`src/rtl/core/pmwo_pkg.sv`:
```
// Shared types and constants of the phase-modulation wavetable oscillator.
package pmwo_pkg;

	// Default geometry of the waveform store.
	localparam int TABLE_SIZE_DEF = 4096;
	localparam int WAVE_COUNT_DEF = 8;

	// Field widths fixed by the item format.
	localparam int SAMPLE_W = 16;
	localparam int SOR_W    = 32;
	localparam int FREQ_W   = 24;
	localparam int POFF_W   = 20;
	localparam int FRAC_W   = 16;

	// Reset value of the size-over-rate register (unsigned Q4.28).
	localparam logic [SOR_W-1:0] SOR_RESET = 32'd22906492;

	// Depth of the result queue and the width of the credit counter.
	localparam int FIFO_DEPTH = 8;
	localparam int CNT_W      = $clog2(FIFO_DEPTH + 1);

	// Item modes.
	typedef enum logic [1:0] {
		MODE_LOAD   = 2'd0,
		MODE_KEYON  = 2'd1,
		MODE_SAMPLE = 2'd2
	} mode_t;

endpackage

```
`src/rtl/core/pmwo_out_fifo.sv`:
```
// Result queue between the blend stage and the output channel.
module pmwo_out_fifo (
	input  logic                          clk,
	input  logic                          arst_n,
	input  logic                          push,
	input  logic [pmwo_pkg::SAMPLE_W-1:0] push_data,
	output logic                          valid,
	input  logic                          stall,
	output logic [pmwo_pkg::SAMPLE_W-1:0] data
);

	// The depth is a power of two, so the pointers wrap on their own.
	localparam int PTR_W = $clog2(pmwo_pkg::FIFO_DEPTH);

	logic [pmwo_pkg::SAMPLE_W-1:0] mem [pmwo_pkg::FIFO_DEPTH];
	logic [PTR_W-1:0] wr_ptr_q;
	logic [PTR_W-1:0] rd_ptr_q;
	logic [pmwo_pkg::CNT_W-1:0] count_q;
	logic pop;

	assign valid = (count_q != '0);
	assign pop   = valid && !stall;
	assign data  = mem[rd_ptr_q];

	always_ff @(posedge clk or negedge arst_n) begin
		if (!arst_n) begin
			wr_ptr_q <= '0;
			rd_ptr_q <= '0;
			count_q  <= '0;
		end else begin
			if (push) begin
				wr_ptr_q <= wr_ptr_q + 1'b1;
			end
			if (pop) begin
				rd_ptr_q <= rd_ptr_q + 1'b1;
			end
			case ({push, pop})
				2'b10:   count_q <= count_q + 1'b1;
				2'b01:   count_q <= count_q - 1'b1;
				default: count_q <= count_q;
			endcase
		end
	end

	always_ff @(posedge clk) begin
		if (push) begin
			mem[wr_ptr_q] <= push_data;
		end
	end

endmodule

```
`config.mk`:
```
export PLATFORM = sky130hd
export DESIGN_NAME = pmwo_out_fifo
export DESIGN_NICKNAME = d
export VERILOG_FILES = /design/src/rtl/core/pmwo_pkg.sv /design/src/rtl/core/pmwo_out_fifo.sv
export SDC_FILE = /design/constraint.sdc
export NUM_CORES = 1
export LEC_CHECK = 0
export ABC_CLOCK_PERIOD_IN_PS = 2500
export BUFFER_PORTS_ARGS = -buffer_cell sky130_fd_sc_hd__buf_2
export CORE_UTILIZATION = 35
export DETAILED_ROUTE_END_ITERATION = 12
export HOLD_SLACK_MARGIN = 0.03
export PLACE_DENSITY_LB_ADDON = 0.3
export SETUP_SLACK_MARGIN = 0.15
export SKIP_CTS_REPAIR_TIMING = 1
export SLEW_MARGIN = 30
export SYNTH_ARGS = -nofsm -noshare
export SYNTH_HDL_FRONTEND = slang
export SYNTH_SLANG_ARGS = --single-unit
```
`constraint.sdc`:
```
create_clock -name clk -period 2.5 [get_ports clk]
set_input_delay 0.75 -clock clk [delete_from_list [all_inputs] [get_ports clk]]
set_output_delay 0.75 -clock clk [all_outputs]
set_load 0.02 [all_outputs]
```
### Yosys cells after proc, flatten, opt, wreduce, memory -nomap -nowiden

Memories as Yosys holds them, arrays and structs flattened.
Index checks and enable logic that the tools add are counted.

* add/subtract/negate cells: 4
* equal/unequal tests: 2
* reductions and logical operators: 4
* muxes and demuxes: 3

Operator list (number)
* case mux 4 bit (2 select lines): 1
* adder 3 x 1 -> 3 bit, second input constant: 2
* adder 4 x 1 -> 4 bit, second input constant: 1
* nonzero test 4 bit: 1
* subtractor 4 x 1 -> 4 bit, second input constant: 1
* equality test 2 x 1 -> 1 bit, second input constant: 1
* equality test 2 bit, second input constant: 1
* 2-to-1 mux 1 bit: 2
* nonzero test 2 bit: 1
* logical AND 1 bit: 1
* zero test 1 bit: 1

* bits in registers: 10
* RAM bits: 128
* output and inout bits: 17
* memories: 1
* input port bits: 20

Memories
* mem: depth 8, bits a word 16, rd ports 1, clocked after memory_dff 0, wr ports 1, RTL line pmwo_out_fifo.sv:15 `logic [pmwo_pkg::SAMPLE_W-1:0] mem [pmwo_pkg::FIFO_DEPTH];`

### Logic depth before layout (Yosys ltp)

Gate-level depths: netlist of run 1.

* depth in word-level cells: 4
* depth in mapped cells: 9

### Worst setup path after synthesis of run 1

No wires, ideal clock.

* path kind: input to register
* from: input port push
* to: memory mem[0][0] (netlist name) (enable)
* required time: 2.091 ns
* data arrival time: 1.977 ns
* cell stages on the path: 2
* setup time: 0.409 ns
* setup slack: 0.113 ns
* path through: nand2b_1 nor3_1

* word-level cells in the longest chain between the ends: 2

Ends and longest elaborated chain
* from (decl): RTL line pmwo_out_fifo.sv:5 `input logic push,`
* 2-to-1 mux 1 bit: RTL line pmwo_out_fifo.sv:46 `if (push) begin`
* 2-to-1 mux 1 bit (implied by the code): RTL line pmwo_out_fifo.sv:47 `mem[wr_ptr_q] <= push_data;`
* to (decl): RTL line pmwo_out_fifo.sv:15

No other way between the ends.

### Worst setup path in the final report of run 1

* from: register rd_ptr_q[0]
* to: output port data[3] (netlist name)

* word-level cells in the longest chain between the ends: 1

Ends and longest elaborated chain
* from (decl): RTL line pmwo_out_fifo.sv:17 `logic [PTR_W-1:0] rd_ptr_q;`
* from (signal assigned): RTL line pmwo_out_fifo.sv:35 `rd_ptr_q <= rd_ptr_q + 1'b1;`
* memory read (8 x 16 bit)
* to (decl): RTL line pmwo_out_fifo.sv:9 `output logic [pmwo_pkg::SAMPLE_W-1:0] data`

No other way between the ends.

==> flow_summary.ini, run 1 <==
[synth]
ys_seq_area_share_pct = 74.6
yosysTopAreaCellShare_pct = 70.0
yosysWarnings = 0
syn_inst = 240
synthesis.area_mm2 = 0.00549
avgSynthCellArea_um2 = 22.9
yosys.area.top_type = edfxtp_1
synth_xor_xnor_area_share_pct = 1.44
ys_types = 27
syn_nets = 265
synthSimpleGateAreaFrac_pct = 2.44
yosys-top-cells-area = edfxtp_1, mux4_1, dfrtp_1
synth-compound-area-share_pct = 0.251
synth_top_family_by_area = multiplexers
synthAdderAreaFrac_pct = 1.14
muxShareOfSynthArea_pct = 18.8
synth-seq-cells = 138

[global_routing]
grt-ovfl-total = 0
antenna_found_initial = 0
grt_pass1_vias = 2664
grt_use_total_pct = 13.5
grt_max_degree = 23
grt_pass1_wl_mm = 15.5

[clock_tree]
cts-root-buf = clkbuf_16
cts_tree = yes
clk_pin_slew_ns = 0.06
worstSkewPairLatency_ns = 0.40
numClockSinks = 138
clock_path_buffers = 2
cts_buffers = 17
cts_max_level = 4

[power]
power_switching_mw = 2.51
p_per_area_mw_per_mm2 = 1280
peakVddDrop_mv = 0.550
swShare_pct = 28.5
p_comb_share_pct = 37.1
clockPowerShare_pct = 27.7
p_leak_nw = 2.39
power.internal_mw = 6.30
seq_power_share_pct = 35.2

[critical_path]
crit_path_top_delay_cell = mux4_2
crit_path_cell_trace = buf_6 -> clkbuf_16 -> mux4_2 -> mux2_2 -> buf_6
path_class = register to output port
cp_top_family = multiplexers
start_kind = register
crit_path_end_kind = output port
worst-path-buf-inv = 3
cp.required_ns = 1.75
slowest_delay_ns = 0.50
arrival_ns = 1.99
cp_common_cell = buf_6
crit_fanout = 6

[final_layout]
stdcell_area_mm2 = 0.00690
fin_cells = 538
area_growth_syn_to_layout_pct = 25.6
postLayoutCoreUtil_pct = 45.2
antenna_cells = 0
fin_nets = 339
drive_gt1_share_pct = 47.1

[timing]
tightest_slew_ns = 0.346
hold_violations = 0
slew_headroom_pct = 76.7
setup_viol = 16
fin_ws_ns = -0.239
slew_viol_final = 0
rsz0062_at_grt = true
skew_ns = 0.00648
fmax_mhz = 365
finalCriticalPeriod_ns = 2.74
post-route-period-util_pct = 110

[route]
drtIter0Drc = 142
viasPerCell = 4.68
drt-total-wl_mm = 10.4
first_pass_iters = 4
drtAntennaViolNets = 0
vias = 2519
drc = 0
detail_route.wl_per_cell_um = 19.4

[run_status]
violations = setup timing
status = complete, but fails checks

[placed_design]
port_buffers = 36
place_inst = 496
placed_area_mm2 = 0.00605
gp_congestion = 0.648

[die]
core_area_mm2 = 0.0153
dieHeight_um = 127
ios = 37
die-area_mm2 = 0.0162
die-width_um = 127
rows = 45
initial_core_util_pct = 36.0

[hold_path]
hold_class = primary input to async pin

[job]
cap_violations = 0
-- layout by cell type, fill, tap and decap left out, types with 2 or more instances in the layout --
master      netlist  final
clkinv_4          0      3
buf_4             0     20
edfxtp_1        128    128
xor2_1            5      5
mux2_4            1     15
clkinv_2          0      2
xnor2_1           4      4
clkinvlp_4        0      2
clkinv_1          0      3
dfrtp_1          10      8
nand2_1           4      4
dfrtp_2           0      2
clkbuf_1          2      2
buf_12            0      3
nor2_1            7      7
nand2b_1          4      4
buf_6             4     18
mux2_2           18      4
buf_2             2     20
ha_4              0      2
ha_1              5      3
mux4_2            7     32
nor3_2            0      3
clkbuf_16         0     20
bufinv_16         0      3
-- path summary, 6_finish.rpt --
check                            start     endpoint  slack [ns]  cells after the start
max reg2reg                 count_q[1]   count_q[2]        0.27                      9
min in group clk            count_q[3]   count_q[3]        0.49                      1
min reg2reg                 count_q[3]   count_q[3]        0.49                      1
max in group asynchronous       arst_n  rd_ptr_q[0]        2.05                      1
min                             arst_n   count_q[3]        0.21                      1
max                        rd_ptr_q[0]      data[3]       -0.24                      5
-- layer usage --
| metal | global-route usage (%) | part of all wire, % |
|---|---|---|
| met5 | 0 | 0 |
| met4 | 6.16 | 1.4 |
| met3 | 3.48 | 3.4 |
| met2 | 21.8 | 49 |
| met1 | 17.1 | 47 |
-- stage by stage --
step                hold WS (ns)  total power [mW]  setup TNS (ns)  setup WS (ns)
floorplan                  0.449              4.82               0          0.177
global placement           0.462              5.58               0          0.107
detailed placement         0.492              5.61               0          0.104
CTS                        0.205              8.07           -4.82         -0.338
global route               0.212              9.22           -4.50         -0.297
finish                     0.212              8.81           -3.57         -0.239
-- synth_stat cells --
| cell | count |
|---|---|
| xor2_1 | 5 |
| dfrtp_1 | 10 |
| nor2_1 | 7 |
| xnor2_1 | 4 |
| mux4_2 | 7 |
| mux4_1 | 25 |
| clkbuf_1 | 2 |
| a21oi_1 | 1 |
| mux2_4 | 1 |
| clkbuf_2 | 1 |
| nand2b_1 | 4 |
| a2111oi_0 | 1 |
| mux2_2 | 18 |
| or4_4 | 1 |
| nor4b_1 | 1 |
| edfxtp_1 | 128 |
| buf_2 | 2 |
| inv_1 | 1 |
| nand3b_1 | 1 |
| nor3_1 | 3 |
| ha_1 | 5 |
| nor4_1 | 1 |
| buf_1 | 1 |
| buf_6 | 4 |
| nand3_1 | 1 |
| nor2b_4 | 1 |
| nand2_1 | 4 |
-- cell type report --
| cell class | instances | area, um2 |
|---|---|---|
| Clock inverter | 13 | 153 |
| Tap cell | 211 | 264 |
| Sequential cell | 138 | 4100 |
| Fill cell | 1298 | 8360 |
| Multi-Input combinational cell | 91 | 1340 |
| Inverter | 1 | 3.75 |
| Clock buffer | 19 | 433 |
| Timing Repair Buffer | 65 | 603 |
-- sequential cells by signal, indices dropped and copies added (netlist names) --
signal / cells
count_q: 4
mem: 128
rd_ptr_q: 3
wr_ptr_q: 3
-- power groups by stage --
stage | clock, mW | sequential, mW | combinational [mW]
global route | 2.58 | 3.13 | 3.50
CTS | 2.50 | 3.09 | 2.48
detailed placement | 0 | 3.13 | 2.48
finish | 2.44 | 3.10 | 3.27
floorplan | 0 | 3.09 | 1.73
global placement | 0 | 3.12 | 2.46
-- cell families after synthesis --
| logic type | count (synthesis) |
|---|---|
| XOR/XNOR | 9 |
| AO/OA/AOI/OAI | 2 |
| flip-flops | 138 |
| multiplexers | 51 |
| AND/OR/NAND/NOR | 24 |
| adder cells (fa/ha/maj) | 5 |
| buffers and inverters | 11 |
Note: power is estimated with default switching activity, not from simulation.
==> inputs of run 2 (changes only) <==
- CTS_BUF_LIST: not set -> sky130_fd_sc_hd__clkbuf_4
- RECOVER_POWER: not set -> 50
==> flow_summary.ini, run 2 (same netlist as run 1, synthesis figures left out) <==
[timing]
post-route-period-util_pct = 116
fmax_mhz = 346
tightest_slew_ns = 0.626
hold_violations = 0
rsz0062_at_grt = true
slew_viol_final = 0
fin_setup_tns_ns = -5.99
finalCriticalPeriod_ns = 2.89
fin_ws_ns = -0.392
slew_headroom_pct = 58.3
setup_viol = 16
skew_ns = 0.0169

[critical_path]
r2r-start = count_q[1]
arrival_ns = 2.14
crit_fanout = 6
slowest_delay_ns = 0.49
crit_path_cell_trace = buf_12 -> clkbuf_16 -> mux4_2 -> mux2_4 -> buf_6
r2r-end = count_q[2]
crit_path_end_kind = output port
cp.required_ns = 1.75
path_class = register to output port
worst-path-buf-inv = 3
rrSetupSlack_ns = 0.26
crit_path_top_delay_cell = mux4_2
cp_top_family = multiplexers
r2r_cells = 9
start_kind = register

[placed_design]
place_inst = 496
dp_slack_ns = 0.104
gp_congestion = 0.648
port_buffers = 36

[route]
drtAntennaViolNets = 0
detail_route.wl_per_cell_um = 19.4
vias = 2555
viasPerCell = 4.73
drtIter0Drc = 174
drt-total-wl_mm = 10.5
drc = 0
first_pass_iters = 4

[clock_tree]
clock_path_buffers = 2
worstSkewPairLatency_ns = 0.52
cts_max_level = 4
cts_tree = yes
clk_pin_slew_ns = 0.11
numClockSinks = 138
cts-root-buf = clkbuf_4
cts_buffers = 17

[final_layout]
top_regs = mem x128, count_q x4
area_growth_syn_to_layout_pct = 20.5
final_common_cell = edfxtp_1
drive_gt1_share_pct = 42.7
nFillCells = 1338
largest_register_ffs = 128
final_cell_mix = edfxtp_1, mux4_2, buf_4, clkbuf_4, buf_6
fin_nets = 340
regMostFlops = mem
fin_cells = 540

[power]
p_leak_nw = 2.23
p_per_area_mw_per_mm2 = 1190
peakVddDrop_mv = 0.466

[global_routing]
grt_max_degree = 23
grt_use_total_pct = 13.5
grt-ovfl-total = 0
antenna_found_initial = 1
grt_pass1_vias = 2662
grt_pass1_wl_mm = 15.5

[die]
dieHeight_um = 127
rows = 45
ios = 37
die-area_mm2 = 0.0162
initial_core_util_pct = 36.0
core_area_mm2 = 0.0153
die-width_um = 127

[job]
cap_violations = 0

[hold_path]
hold_class = primary input to async pin

[run_status]
violations = setup timing
status = complete, but fails checks
## run 2: cell count changes in the layout (fill, tap and decap cells not counted), moves of 2 or more
cell | before | now
buf_2 | 20 | 2
clkbuf_16 | 20 | 3
buf_12 | 3 | 5
clkbuf_4 | 0 | 19
clkbuf_1 | 2 | 17
## run 2: layout make-up
cell class	instances	area, um2	area share (%)
Antenna cell	1	2.50	0.0378
Clock inverter	13	153	2.31
Inverter	1	3.75	0.0567
Clock buffer	19	143	2.16
Sequential cell	138	4100	61.9
Timing Repair Buffer	66	613	9.26
Tap cell	211	264	3.99
Multi-Input combinational cell	91	1340	20.3
## run 2: layer usage
metal	share of wire (%)	track usage, %
met3	3.2	3.98
met2	49	21.5
met4	1.3	5.53
met1	47	17.3
met5	0	0
## run 2: worst reg2reg max path, delay by kind of cell, from the launching register on
kind / cells / cell delay [ns]
DFF: 1 / 0.45
AOI/OAI and AO/OA: 1 / 0.12
and+or+nand+nor: 3 / 0.76
adders and majority gates: 2 / 0.37
xor gates and xnor gates: 3 / 0.44
## run 2: worst max-delay path by stage
stage,from,endpoint,slack (ns),depth (start not counted)
6_report,rd_ptr_q[0],data[8],-0.39,5
4_1_cts,rd_ptr_q[0],data[8],-0.51,4
3_3_place_gp,rd_ptr_q[0],data[8],0.11,4
5_1_grt,rd_ptr_q[0],data[6],-0.50,5
2_1_floorplan,count_q[1],count_q[2],0.18,9
3_5_place_dp,count_q[1],count_q[2],0.10,9
## run 2: through the flow
step	instance area, um2	utilization [%]	total power [mW]	hold WS (ns)
5_1_grt	6620	43.4	8.30	0.205
4_1_cts	6350	41.6	7.10	0.0429
2_1_floorplan	5500	-	4.82	0.449
3_3_place_gp	6050	39.7	5.58	0.462
6_report	6620	43.4	7.89	0.210
3_5_place_dp	6050	39.7	5.61	0.492
## run 2: where the power goes
part           total [mW]  switching, mW  internal [mW]
combinational        3.32           1.47           1.85
sequential           3.10          0.167           2.93
clock                1.47          0.766          0.706
