**src/rtl/core/pmwo_pkg.sv**
```systemverilog
// Shared types and constants of the phase-modulation wavetable oscillator.
package pmwo_pkg;

	// Default geometry of the waveform store.
	localparam int TABLE_SIZE_DEF = 4096;
	localparam int WAVE_COUNT_DEF = 8;

	// Field widths fixed by the item format.
	localparam int SAMPLE_W = 16;
	localparam int SOR_W    = 32;
	localparam int FREQ_W   = 24;
	localparam int POFF_W   = 20;
	localparam int FRAC_W   = 16;

	// Reset value of the size-over-rate register (unsigned Q4.28).
	localparam logic [SOR_W-1:0] SOR_RESET = 32'd22906492;

	// Depth of the result queue and the width of the credit counter.
	localparam int FIFO_DEPTH = 8;
	localparam int CNT_W      = $clog2(FIFO_DEPTH + 1);

	// Item modes.
	typedef enum logic [1:0] {
		MODE_LOAD   = 2'd0,
		MODE_KEYON  = 2'd1,
		MODE_SAMPLE = 2'd2
	} mode_t;

endpackage

```
**src/rtl/core/pmwo_blend.sv**
```systemverilog
// Linear interpolation between two adjacent table words.
module pmwo_blend (
	input  logic                          clk,
	input  logic                          arst_n,
	input  logic                          valid_s3,
	input  logic [pmwo_pkg::SAMPLE_W-1:0] word_a,
	input  logic [pmwo_pkg::SAMPLE_W-1:0] word_b,
	input  logic [pmwo_pkg::FRAC_W-1:0]   frac_s3,
	output logic                          valid_s4,
	output logic [pmwo_pkg::SAMPLE_W-1:0] result
);

	localparam int DW = pmwo_pkg::SAMPLE_W + 1;
	localparam int PW = DW + pmwo_pkg::FRAC_W + 1;

	logic signed [DW-1:0] diff;
	logic signed [DW-1:0] frac_sx;
	logic signed [PW-1:0] prod;
	logic signed [PW-1:0] prod_s4;
	logic [pmwo_pkg::SAMPLE_W-1:0] a_s4;
	logic [DW-1:0] sum;

	// The blend a*(1-f) + b*f is a + (b-a)*f, floored by the arithmetic shift.
	assign diff    = $signed({word_b[pmwo_pkg::SAMPLE_W-1], word_b})
	               - $signed({word_a[pmwo_pkg::SAMPLE_W-1], word_a});
	assign frac_sx = $signed({1'b0, frac_s3});
	assign prod    = PW'(diff) * PW'(frac_sx);

	always_ff @(posedge clk or negedge arst_n) begin
		if (!arst_n) begin
			valid_s4 <= 1'b0;
		end else begin
			valid_s4 <= valid_s3;
		end
	end

	always_ff @(posedge clk) begin
		prod_s4 <= prod;
		a_s4    <= word_a;
	end

	assign sum    = {a_s4[pmwo_pkg::SAMPLE_W-1], a_s4}
	              + DW'(prod_s4[pmwo_pkg::FRAC_W + DW - 1:pmwo_pkg::FRAC_W]);
	assign result = sum[pmwo_pkg::SAMPLE_W-1:0];

endmodule

```
**config.mk**
```make
export PLATFORM = sky130hd
export DESIGN_NAME = pmwo_blend
export DESIGN_NICKNAME = d
export VERILOG_FILES = /design/src/rtl/core/pmwo_pkg.sv /design/src/rtl/core/pmwo_blend.sv
export SDC_FILE = /design/constraint.sdc
export NUM_CORES = 1
export LEC_CHECK = 0
export CORE_MARGIN = 2
export CORE_UTILIZATION = 65
export CTS_BUF_LIST = sky130_fd_sc_hd__clkbuf_4
export CTS_CLUSTER_SIZE = 14
export DETAILED_ROUTE_END_ITERATION = 16
export DONT_BUFFER_PORTS = 1
export PLACE_DENSITY = 0.81
export SLEW_MARGIN = 25
export SYNTH_ARGS = -nofsm -noshare
export SYNTH_HDL_FRONTEND = slang
export SYNTH_SLANG_ARGS = --single-unit
```
**constraint.sdc**
```tcl
create_clock -name clk -period 2.25 [get_ports clk]
set_input_delay 0.1125 -clock clk [delete_from_list [all_inputs] [get_ports clk]]
set_output_delay 0.1125 -clock clk [all_outputs]
set_load 0.1 [all_outputs]
```
# Word-level counts from Yosys, hierarchy flattened

Cells that the tools add are included.

Add/subtract/negate cells: 2
Multipliers: 1

Operators by type and width:

| operator         | count |
|---|---|
| $mul A17 B17 Y32 | 1 |
| $sub A16 B16 Y17 | 1 |
| $add A16 B16 Y16 | 1 |

Register bits: 49
Output and inout port bits: 17
Word-level logic and storage cells: 6

# Logic depth before layout (Yosys ltp)

Gate-level depths: netlist (run 1).

Word-level depth: 2
Depth in mapped cells: 31
Depth with buffers taken out: 31

# Worst setup path after synthesis (run 1)

OpenSTA, ideal clock, no wires.

Path kind: input -> register
Start: input port word_a[2] (netlist name)
End: register prod_s4[31]
Setup time: 130 ps
Arrival: 7237 ps
Required time: 2120 ps
Path slack: -5117 ps
Cell stages on the path: 25
Path buffers: 1
Cell sequence: inv_1 > ha_1 > nor2b_1 > o31ai_1 > a21oi_1 > a41oi_1 > a211oi_1 > o22ai_1 > clkbuf_1 > nand2_1 > fa_1 > fa_1 > fa_1 > fa_1 > fa_1 > fa_1 > inv_1 > ha_1 > a21o_1 > a21o_1 > a21oi_1 > o21ai_0 > o311a_4 > o41ai_4 > xnor3_1

Longest elaborated chain between the ends: 2

Ends and longest elaborated chain:

| what                   | line             | text |
|---|---|---|
| start: declaration     | pmwo_blend.sv:6  | `input logic [pmwo_pkg::SAMPLE_W-1:0] word_a,` |
| $sub A16 B16 Y17       | pmwo_blend.sv:25 | `- $signed({word_a[pmwo_pkg::SAMPLE_W-1], word_a});` |
| $mul A17 B17 Y32       | pmwo_blend.sv:27 | `assign prod = PW'(diff) * PW'(frac_sx);` |
| named net prod[31]     | pmwo_blend.sv:18 | `logic signed [PW-1:0] prod;` |
| end signal: assignment | pmwo_blend.sv:38 | `prod_s4 <= prod;` |
| end: declaration       | pmwo_blend.sv:19 | `logic signed [PW-1:0] prod_s4;` |

The timed path passes the listed nets, and every way through them passes these cells.

# Worst setup path in the final report (run 1)

Start: input port word_a[8] (netlist name)
End: register prod_s4[27]

The elaborated chain is that of the path after synthesis.

==> results of run 1 <==
-- sequential cells by signal, indices dropped and copies added, names as in the netlist --
signal and count:
valid_s4 1, prod_s4 16, a_s4 16
-- through the flow --
stage / cells / utilization [%] / worst slack, ns
4_1_cts: 1732 / 81.65 / -4.406
3_5_place_dp: 1690 / 77.84 / -4.985
2_1_floorplan: 1333 / - / -4.497
6_report: 1750 / 84.20 / -4.771
5_1_grt: 1749 / 84.18 / -4.986
3_3_place_gp: 1690 / 77.84 / -4.746
-- metal layers --
metal	vias to the layer above	GRT usage (%)	part of all wire (%)
met5	-	0	0
met2	776	63.65	50
met4	0	17.74	8.6
met3	324	7.158	9.3
li1	4305	-	-
met1	5158	40.39	32
-- final cells by class --
type                            count  area, um2
Antenna cell                        1      2.502
Clock buffer                        6      45.04
Clock inverter                      2      10.01
Fill cell                         883       2839
Inverter                          364       1379
Multi-Input combinational cell    900      10860
Sequential cell                    33      671.9
Tap cell                          229      286.5
Timing Repair Buffer              215       1868
-- tightest hold or removal path: stages --
cell and delay [ns]:
sky130_fd_sc_hd__xor2_1 0.05, sky130_fd_sc_hd__nand2_1 0.09, sky130_fd_sc_hd__xnor3_1 0.21
-- what timing repair did --
action / CTS / global route
pin swaps: 54 / 57
cloned: 0 / 1
setup endpoints to repair: 27 / 27
buffers inserted: 18 / 20
hold endpoints to repair: 18 / 0
gates resized for setup: 60 / 71
hold buffers: 19 / 0
-- cells by family (layout without fill, tap and decap cells) --
group	count (synthesis)	after routing	share of synthesized area [%]
compound gates	100	100	5.837
xor+xnor	67	67	5.030
fa+ha+maj	376	376	55.75
buf+inv	400	587	12.60
flops	33	33	5.575
other cells	0	1	0
simple gates	357	357	15.22
-- Yosys cell counts (2+ instances only) --
master,instances,share of area [%]
sky130_fd_sc_hd__nand3b_1,3,0.19
sky130_fd_sc_hd__nor2_1,20,0.63
sky130_fd_sc_hd__a31oi_1,8,0.42
sky130_fd_sc_hd__inv_1,364,11
sky130_fd_sc_hd__and2_1,108,5.7
sky130_fd_sc_hd__nor3_1,10,0.42
sky130_fd_sc_hd__or3_1,2,0.10
sky130_fd_sc_hd__or2_2,5,0.26
sky130_fd_sc_hd__a21oi_1,30,1.3
sky130_fd_sc_hd__nand2b_1,14,0.73
sky130_fd_sc_hd__nor4_1,2,0.10
sky130_fd_sc_hd__nand2_1,149,4.7
sky130_fd_sc_hd__o211ai_1,2,0.13
sky130_fd_sc_hd__dfxtp_1,32,5.4
sky130_fd_sc_hd__nor4b_1,2,0.15
sky130_fd_sc_hd__o21a_1,6,0.38
sky130_fd_sc_hd__ha_1,116,12
sky130_fd_sc_hd__clkbuf_1,34,1.1
sky130_fd_sc_hd__a22oi_1,2,0.13
sky130_fd_sc_hd__and3_1,4,0.21
sky130_fd_sc_hd__nor2b_1,25,1.3
sky130_fd_sc_hd__a211oi_1,3,0.19
sky130_fd_sc_hd__a21o_1,9,0.57
sky130_fd_sc_hd__nand4_1,3,0.16
sky130_fd_sc_hd__a211o_1,2,0.15
sky130_fd_sc_hd__a211oi_2,3,0.31
sky130_fd_sc_hd__o31ai_1,3,0.19
sky130_fd_sc_hd__o21ai_0,15,0.63
sky130_fd_sc_hd__nand4b_1,2,0.15
sky130_fd_sc_hd__o22ai_1,2,0.10
sky130_fd_sc_hd__xnor2_1,48,3.5
sky130_fd_sc_hd__xor2_1,18,1.3
sky130_fd_sc_hd__nand3_1,5,0.21
sky130_fd_sc_hd__fa_1,260,44
sky130_fd_sc_hd__a21boi_0,2,0.13
-- path summary, 6_finish.rpt --
check / start / end / slack [ns]
setup / recovery: word_a[8] / prod_s4[27] / -4.77
min in group asynchronous: arst_n / valid_s4 / 0.48
max in group asynchronous: arst_n / valid_s4 / 1.67
hold / removal: frac_s3[15] / prod_s4[31] / 0.14
==> run summary, run 1 <==
* finished with violations — status
* negative setup slack — violated checks
* 1,946 — number of nets at the end of the flow
* 0.1364 ns — tightest hold margin
* 55 — Synth cell types
* 312.0% — post-route fraction of the period consumed by the critical path
* 7.021 ns — time the worst path needs with I/O delays and setup
* input pin to flop — type of the setup path with the least slack
* 1,760 — syn_nets
* 11,400 — vias in the first global route
* input pin to flop — class of the most critical hold timing path
* 26.67% — area delta synth->final
* 5 — Inserted Clock Buffers
* 33 — #FFs+latches synth
* 25,150 um — sum of net half-perimeters after detailed placement
* yes — CTS tree
* sky130_fd_sc_hd__inv_1 — most common cell after layout, fill and taps aside
* 21.86 um — wire length per cell
* 54,680 um — wire length of the first global-routing pass
* 10 — Buf/Inv on CP
* 5.575% — sequential-to-total area share from yosys stat
* 0 — number of pins with negative max-slew slack in the final report
* 1,064 — starting DRC count in detailed routing
* 27 — number of endpoints failing setup at the final stage
* 0.8799 — final weighted congestion in routability-driven placement
* 0 — # port buffers
* 0 — total gr overflow
* 2.53 ns — required time of the worst setup path
* sky130_fd_sc_hd__dfxtp_1 — prevailing post-synth register cell
* flop — crit end category
* 139.5 um — height of the die
* 42.38% — worst max-slew margin expressed relative to the limit
* 0.52 ns — biggest cell delay along the critical path
* 6 — Initial DRT Pass Iterations
* 6.036 — Avg Vias per Cell
* input pin — Worst setup SP type
* sky130_fd_sc_hd__inv_1 (347), sky130_fd_sc_hd__fa_1 (249), sky130_fd_sc_hd__buf_4 (169) — most frequent cells in the layout
* 3.030% — share of flip-flops with an asynchronous set or reset
* 139.5 um — Die W
* 32 — CP Depth
* sky130_fd_sc_hd__fa_1 — dominant cell type by count on the critical path
* 10,560 — total vias in the final route
* 35.48% — Overall Global Routing Usage
* 0.11 ns — clock transition time at the flip-flop clock pins of the worst setup and hold paths
* 2 — maximum level of the CTS H-tree
* 0 — antenna violations before repair
* 142.4 MHz — Peak Freq
* 0.01947 mm2 — Die Outline Area
* sky130_fd_sc_hd__clkbuf_4 — Clock Tree Root
* 0 — count of warnings emitted by yosys
* 6 — CP max FO
* 19 — maximum number of pins on one net before global-route repair
* 7.30 ns — arrival time worst endpoint
* -78.19 ns — accumulated negative setup slack
* yes — unrepaired setup endpoints after global routing
* 0.01796 mm2 — placeable core area
* 0 — hold violation count in the final report
* adder cells — family of cells with the greatest summed delay on the critical path
* -4.771 ns — final setup margin
* sky130_fd_sc_hd__fa_1 — slowest stage cell, crit path
* 3 — Hold Path Depth
* 0 — count of unresolved DRC violations after routing
* 0.01398 mm2 — Post-DP Area
* 66.47% — starting density of the core
* 2 — maximum clock insertion buffer count
* 68 — I/O pin count
* 0.01512 mm2 — area of all placed cells without fillers
* 33 — Clock Sinks
* 0 — Post-synth EDFFs
* 1,333 — cells after synthesis
* 38,260 um — detailed-route wire length
* 0.8648 ns — transition time at the pin with the least slew margin
* 0.01194 mm2 — combined area of all synthesized cells
* 8.957 um2 — synthesized area per cell
* 49 — Row Count
* 0 — antenna viol nets, final
* 24.14% — fraction of layout instances using a drive strength above 1
* 0 — maxcap violations
Power of run 1 is not shown: default switching activity piles up to over one toggle a cycle in this logic, so the estimate is an artifact.
==> run 2, diff against run 1 <==
--- a/config.mk
+++ b/config.mk
@@ -5,13 +5,15 @@
 export SDC_FILE = /design/constraint.sdc
 export NUM_CORES = 1
 export LEC_CHECK = 0
+export CELL_PAD_IN_SITES_DETAIL_PLACEMENT = 0
+export CELL_PAD_IN_SITES_GLOBAL_PLACEMENT = 1
 export CORE_MARGIN = 2
-export CORE_UTILIZATION = 65
+export CORE_UTILIZATION = 53
 export CTS_BUF_LIST = sky130_fd_sc_hd__clkbuf_4
 export CTS_CLUSTER_SIZE = 14
 export DETAILED_ROUTE_END_ITERATION = 16
 export DONT_BUFFER_PORTS = 1
-export PLACE_DENSITY = 0.81
+export PLACE_DENSITY_LB_ADDON = 0.1
 export SLEW_MARGIN = 25
 export SYNTH_ARGS = -nofsm -noshare
 export SYNTH_HDL_FRONTEND = slang
==> run summary, run 2 (synthesis gave the netlist of run 1 again) <==
* yes — CTS tree
* -4.367 ns — final setup margin
* 154.1 um — Die W
* input pin to flop — class of the most critical hold timing path
* 1,778 — total of fill cells in the finished design
* 51,110 um — wire length of the first global-routing pass
* 0.01064 mm2 — area taken by multi-input logic gates
* negative setup slack — violated checks
* 54.38% — starting density of the core
* 0 — hold violation count in the final report
* 25.32% — area delta synth->final
* 5.030 — Avg Vias per Cell
* 0 — number of pins with negative max-slew slack in the final report
* 331 — starting DRC count in detailed routing
* finished with violations — status
* input pin — Worst setup SP type
* 9,054 — total vias in the final route
* 22.12% — fraction of layout instances using a drive strength above 1
* 2.52 ns — required time of the worst setup path
* 3 — CP max FO
* 0.14 ns — clock transition time at the flip-flop clock pins of the worst setup and hold paths
* 19 — maximum number of pins on one net before global-route repair
* 673.1 um2 — Seq. cell area
* sky130_fd_sc_hd__inv_1 (352), sky130_fd_sc_hd__fa_1 (252), sky130_fd_sc_hd__buf_4 (174) — most frequent cells in the layout
* 6.617 ns — time the worst path needs with I/O delays and setup
* 0.8714 ns — transition time at the pin with the least slew margin
* 0.53 ns — biggest cell delay along the critical path
* flop — crit end category
* 68 — I/O pin count
* 10,020 — vias in the first global route
* 0.02196 mm2 — placeable core area
* 0.8674 — final weighted congestion in routability-driven placement
* 0 — count of unresolved DRC violations after routing
* 26 — number of endpoints failing setup at the final stage
* 1,945 — number of nets at the end of the flow
* 6.88 ns — arrival time worst endpoint
* 54 — Row Count
* sky130_fd_sc_hd__inv_1 — most common cell after layout, fill and taps aside
* sky130_fd_sc_hd__fa_1 — slowest stage cell, crit path
* word_b[0] — Worst setup startpoint
* 30,010 um — detailed-route wire length
* 41.95% — worst max-slew margin expressed relative to the limit
* 0 — maxcap violations
* 0 — antenna viol nets, final
* 0 — # port buffers
* 0 — total gr overflow
* frac_s3[15] — startpoint of the tightest hold check path
* 2 — maximum level of the CTS H-tree
* sky130_fd_sc_hd__fa_1 — dominant cell type by count on the critical path
* 27.01% — Overall Global Routing Usage
* 1 — antenna violations before repair
* 0.1690 ns — tightest hold margin
* 2 — maximum clock insertion buffer count
* sky130_fd_sc_hd__clkbuf_4 — Clock Tree Root
* -4.905 ns — Post-Place Setup Slack
* 4 — Initial DRT Pass Iterations
* 33 — Clock Sinks
* 294.1% — post-route fraction of the period consumed by the critical path
* 0.02375 mm2 — Die Outline Area
* a_s4 (16), prod_s4 (16), valid_s4 (1) — largest registers
* 5 — Inserted Clock Buffers
* 25,320 um — sum of net half-perimeters after detailed placement
* input pin to flop — type of the setup path with the least slack
* yes — unrepaired setup endpoints after global routing
* 16.67 um — wire length per cell
* 151.1 MHz — Peak Freq
* 154.1 um — height of the die
run 2: changes by cell type in the layout (fill, tap and decap cells not counted), moves of 4 or more:
cell | previous run | this run
sky130_fd_sc_hd__xor2_4 | 6 | 2
sky130_fd_sc_hd__xnor2_1 | 29 | 34
sky130_fd_sc_hd__ha_1 | 96 | 100
sky130_fd_sc_hd__buf_4 | 169 | 174
sky130_fd_sc_hd__inv_2 | 14 | 10
sky130_fd_sc_hd__ha_4 | 19 | 15
sky130_fd_sc_hd__xnor2_2 | 13 | 7
sky130_fd_sc_hd__and2_1 | 94 | 99
sky130_fd_sc_hd__and2_4 | 14 | 9
sky130_fd_sc_hd__inv_1 | 347 | 352
sky130_fd_sc_hd__buf_6 | 15 | 7
run 2: per-stage QoR:
stage	std cells	TNS [ns]	util, %	instance area, um2
after floorplan	1333	-65.67	-	12500
after global placement	1759	-72.55	64.70	14210
after detailed placement	1759	-73.77	64.70	14210
after CTS	1791	-70.43	67.08	14730
after global routing	1800	-74.94	68.14	14960
final	1800	-70.30	68.14	14960
run 2: layer usage:
metal | part of all wire, % | up-vias | GRT usage, %
met5 | 0 | - | 0
met4 | 0.57 | 0 | 3.471
met3 | 6.0 | 10 | 3.692
met2 | 46 | 203 | 43.82
met1 | 47 | 4550 | 40.00
li1 | - | 4291 | -
run 2: layout make-up:
class,count,share of cell area [%]
Antenna cell,1,0.01672
Clock buffer,5,0.2509
Clock inverter,3,0.1505
Inverter,364,9.215
Multi-Input combinational cell,900,71.13
Sequential cell,33,4.499
Tap cell,280,2.341
Timing Repair Buffer,214,12.40
run 2: final timing paths:
kind	end	slack, ns	cells past startpoint
worst max-delay path	prod_s4[31]	-4.37	29
worst min-delay path	prod_s4[31]	0.17	3
min in group asynchronous	valid_s4	0.47	2
max in group asynchronous	valid_s4	1.68	2
run 2: what timing repair did:
action                                 4_1_cts  5_1_grt
hold buffers                                19        0
setup endpoints to repair                   27       28
pin swaps                                   41       49
gates resized for setup                     47       33
setup buffers                                6       10
endpoints found under the hold margin       18        0
run 2: worst max-delay path, delay by kind of cell:
| family | cells | cell delay [ns] |
|---|---|---|
| compound gates | 8 | 1.85 |
| xor+xnor | 1 | 0.25 |
| fa+ha+maj | 9 | 3.71 |
| buf+inv | 5 | 0.23 |
| simple gates | 6 | 0.73 |
Power of run 2 is left out for the same reason.
==> run 3, diff against run 2 <==
--- a/config.mk
+++ b/config.mk
@@ -13,7 +13,7 @@
 export CTS_CLUSTER_SIZE = 14
 export DETAILED_ROUTE_END_ITERATION = 16
 export DONT_BUFFER_PORTS = 1
-export PLACE_DENSITY_LB_ADDON = 0.1
+export PLACE_DENSITY = 0.87
 export SLEW_MARGIN = 25
 export SYNTH_ARGS = -nofsm -noshare
 export SYNTH_HDL_FRONTEND = slang
==> run summary, run 3 (synthesis gave the netlist of run 1 again) <==
* finished with violations — status
* negative setup slack — violated checks
* 0 — count of unresolved DRC violations after routing
* 19 — maximum number of pins on one net before global-route repair
* 5 — Initial DRT Pass Iterations
* 54.38% — starting density of the core
* 1,744 — number of placed cells counting well taps
* 0 — hold violation count in the final report
* 0 — total gr overflow
* 5.121 — Avg Vias per Cell
* 2 — maximum level of the CTS H-tree
* sky130_fd_sc_hd__inv_1 (349), sky130_fd_sc_hd__fa_1 (254), sky130_fd_sc_hd__buf_4 (154) — most frequent cells in the layout
* sky130_fd_sc_hd__clkbuf_4 — Clock Tree Root
* 0.8647 ns — transition time at the pin with the least slew margin
* 5 — Inserted Clock Buffers
* 10,080 — vias in the first global route
* 0 — number of pins with negative max-slew slack in the final report
* a_s4 (16), prod_s4 (16), valid_s4 (1) — largest registers
* 24,600 um — sum of net half-perimeters after detailed placement
* yes — CTS tree
* 154.1 um — height of the die
* 0.8751 — final weighted congestion in routability-driven placement
* 54 — Row Count
* 1,934 — number of nets at the end of the flow
* 300.6% — post-route fraction of the period consumed by the critical path
* 26.21% — Overall Global Routing Usage
* flop — crit end category
* sky130_fd_sc_hd__inv_1 — most common cell after layout, fill and taps aside
* 0.02375 mm2 — Die Outline Area
* 26.00% — area delta synth->final
* 16.88 um — wire length per cell
* 6.764 ns — time the worst path needs with I/O delays and setup
* 33 — Clock Sinks
* 0 — # port buffers
* 12,890 um — routed metal-1 wire length
* sky130_fd_sc_hd__fa_1 — dominant cell type by count on the critical path
* frac_s3[15] — startpoint of the tightest hold check path
* 6 — CP max FO
* 1106 um — sum of met3 wire segment lengths after detailed routing
* 0 — antenna violations before repair
* 1,788 — post-route non-filler standard cell count
* sky130_fd_sc_hd__fa_1 — slowest stage cell, crit path
* 0.02196 mm2 — placeable core area
* adder cells — family of cells with the greatest summed delay on the critical path
* met4 — top layer reached by signal wires
* 0.09 ns — clock transition time at the flip-flop clock pins of the worst setup and hold paths
* 68 — I/O pin count
* 30,180 um — detailed-route wire length
* 380 — starting DRC count in detailed routing
* yes — unrepaired setup endpoints after global routing
* 2 — maximum clock insertion buffer count
* 154.1 um — Die W
* 6.98 ns — arrival time worst endpoint
* -4.514 ns — final setup margin
* 15,760 um — Met2 Routed Length
* -4.942 ns — Post-Place Setup Slack
* 9,156 — total vias in the final route
* 0 — antenna viol nets, final
* input pin — Worst setup SP type
* 42.39% — worst max-slew margin expressed relative to the limit
* 49,990 um — wire length of the first global-routing pass
* 0 — maxcap violations
* input pin to flop — class of the most critical hold timing path
* 26 — number of endpoints failing setup at the final stage
* input pin to flop — type of the setup path with the least slack
* 0.55 ns — biggest cell delay along the critical path
* 5 — Buf/Inv on CP
* 147.8 MHz — Peak Freq
* 0 — Antenna diodes
* word_a[1] — Worst setup startpoint
* 2.47 ns — required time of the worst setup path
* 22.08% — fraction of layout instances using a drive strength above 1
## run 3: metrics by stage
stage	utilization [%]	hold slack [ns]	instance area [um2]	setup TNS (ns)
after floorplan	-	-0.1831	12500	-65.67
after global placement	64.13	-0.1831	14080	-72.41
after detailed placement	64.13	-0.1831	14080	-74.29
after CTS	67.17	0.1687	14750	-71.04
after global routing	68.51	0.1696	15040	-76.84
final	68.51	0.1783	15040	-71.23
## run 3: timing repair
item                       in CTS  in global routing
gates resized for setup        62                 45
hold endpoints to repair       18                  0
pin swaps                      59                 45
hold buffers                   19                  0
setup endpoints to repair      28                 28
buffers inserted               13                 10
## run 3: path summary, 6_finish.rpt
path / end / slack [ns] / depth (start not counted)
worst max-delay path: prod_s4[31] / -4.51 / 29
worst min-delay path: prod_s4[31] / 0.18 / 3
max in group asynchronous: valid_s4 / 1.65 / 2
min in group asynchronous: valid_s4 / 0.51 / 2
## run 3: routing by layer
layer	GRT usage, %	vias up
met5	0	-
met4	4.094	0
met3	2.452	35
met2	47.64	187
met1	34.81	4670
li1	-	4264
## run 3: layout make-up
| cell class | instances | area [um2] |
|---|---|---|
| inverters | 364 | 1379 |
| multi-input cells | 900 | 10770 |
| flip-flops and latches | 33 | 669.4 |
| repair buffers | 203 | 1798 |
| clock inverters | 2 | 33.78 |
| clock buffers | 6 | 45.04 |
| fillers | 1710 | 6914 |
| well taps | 280 | 350.3 |
Power of run 3 is left out for the same reason.
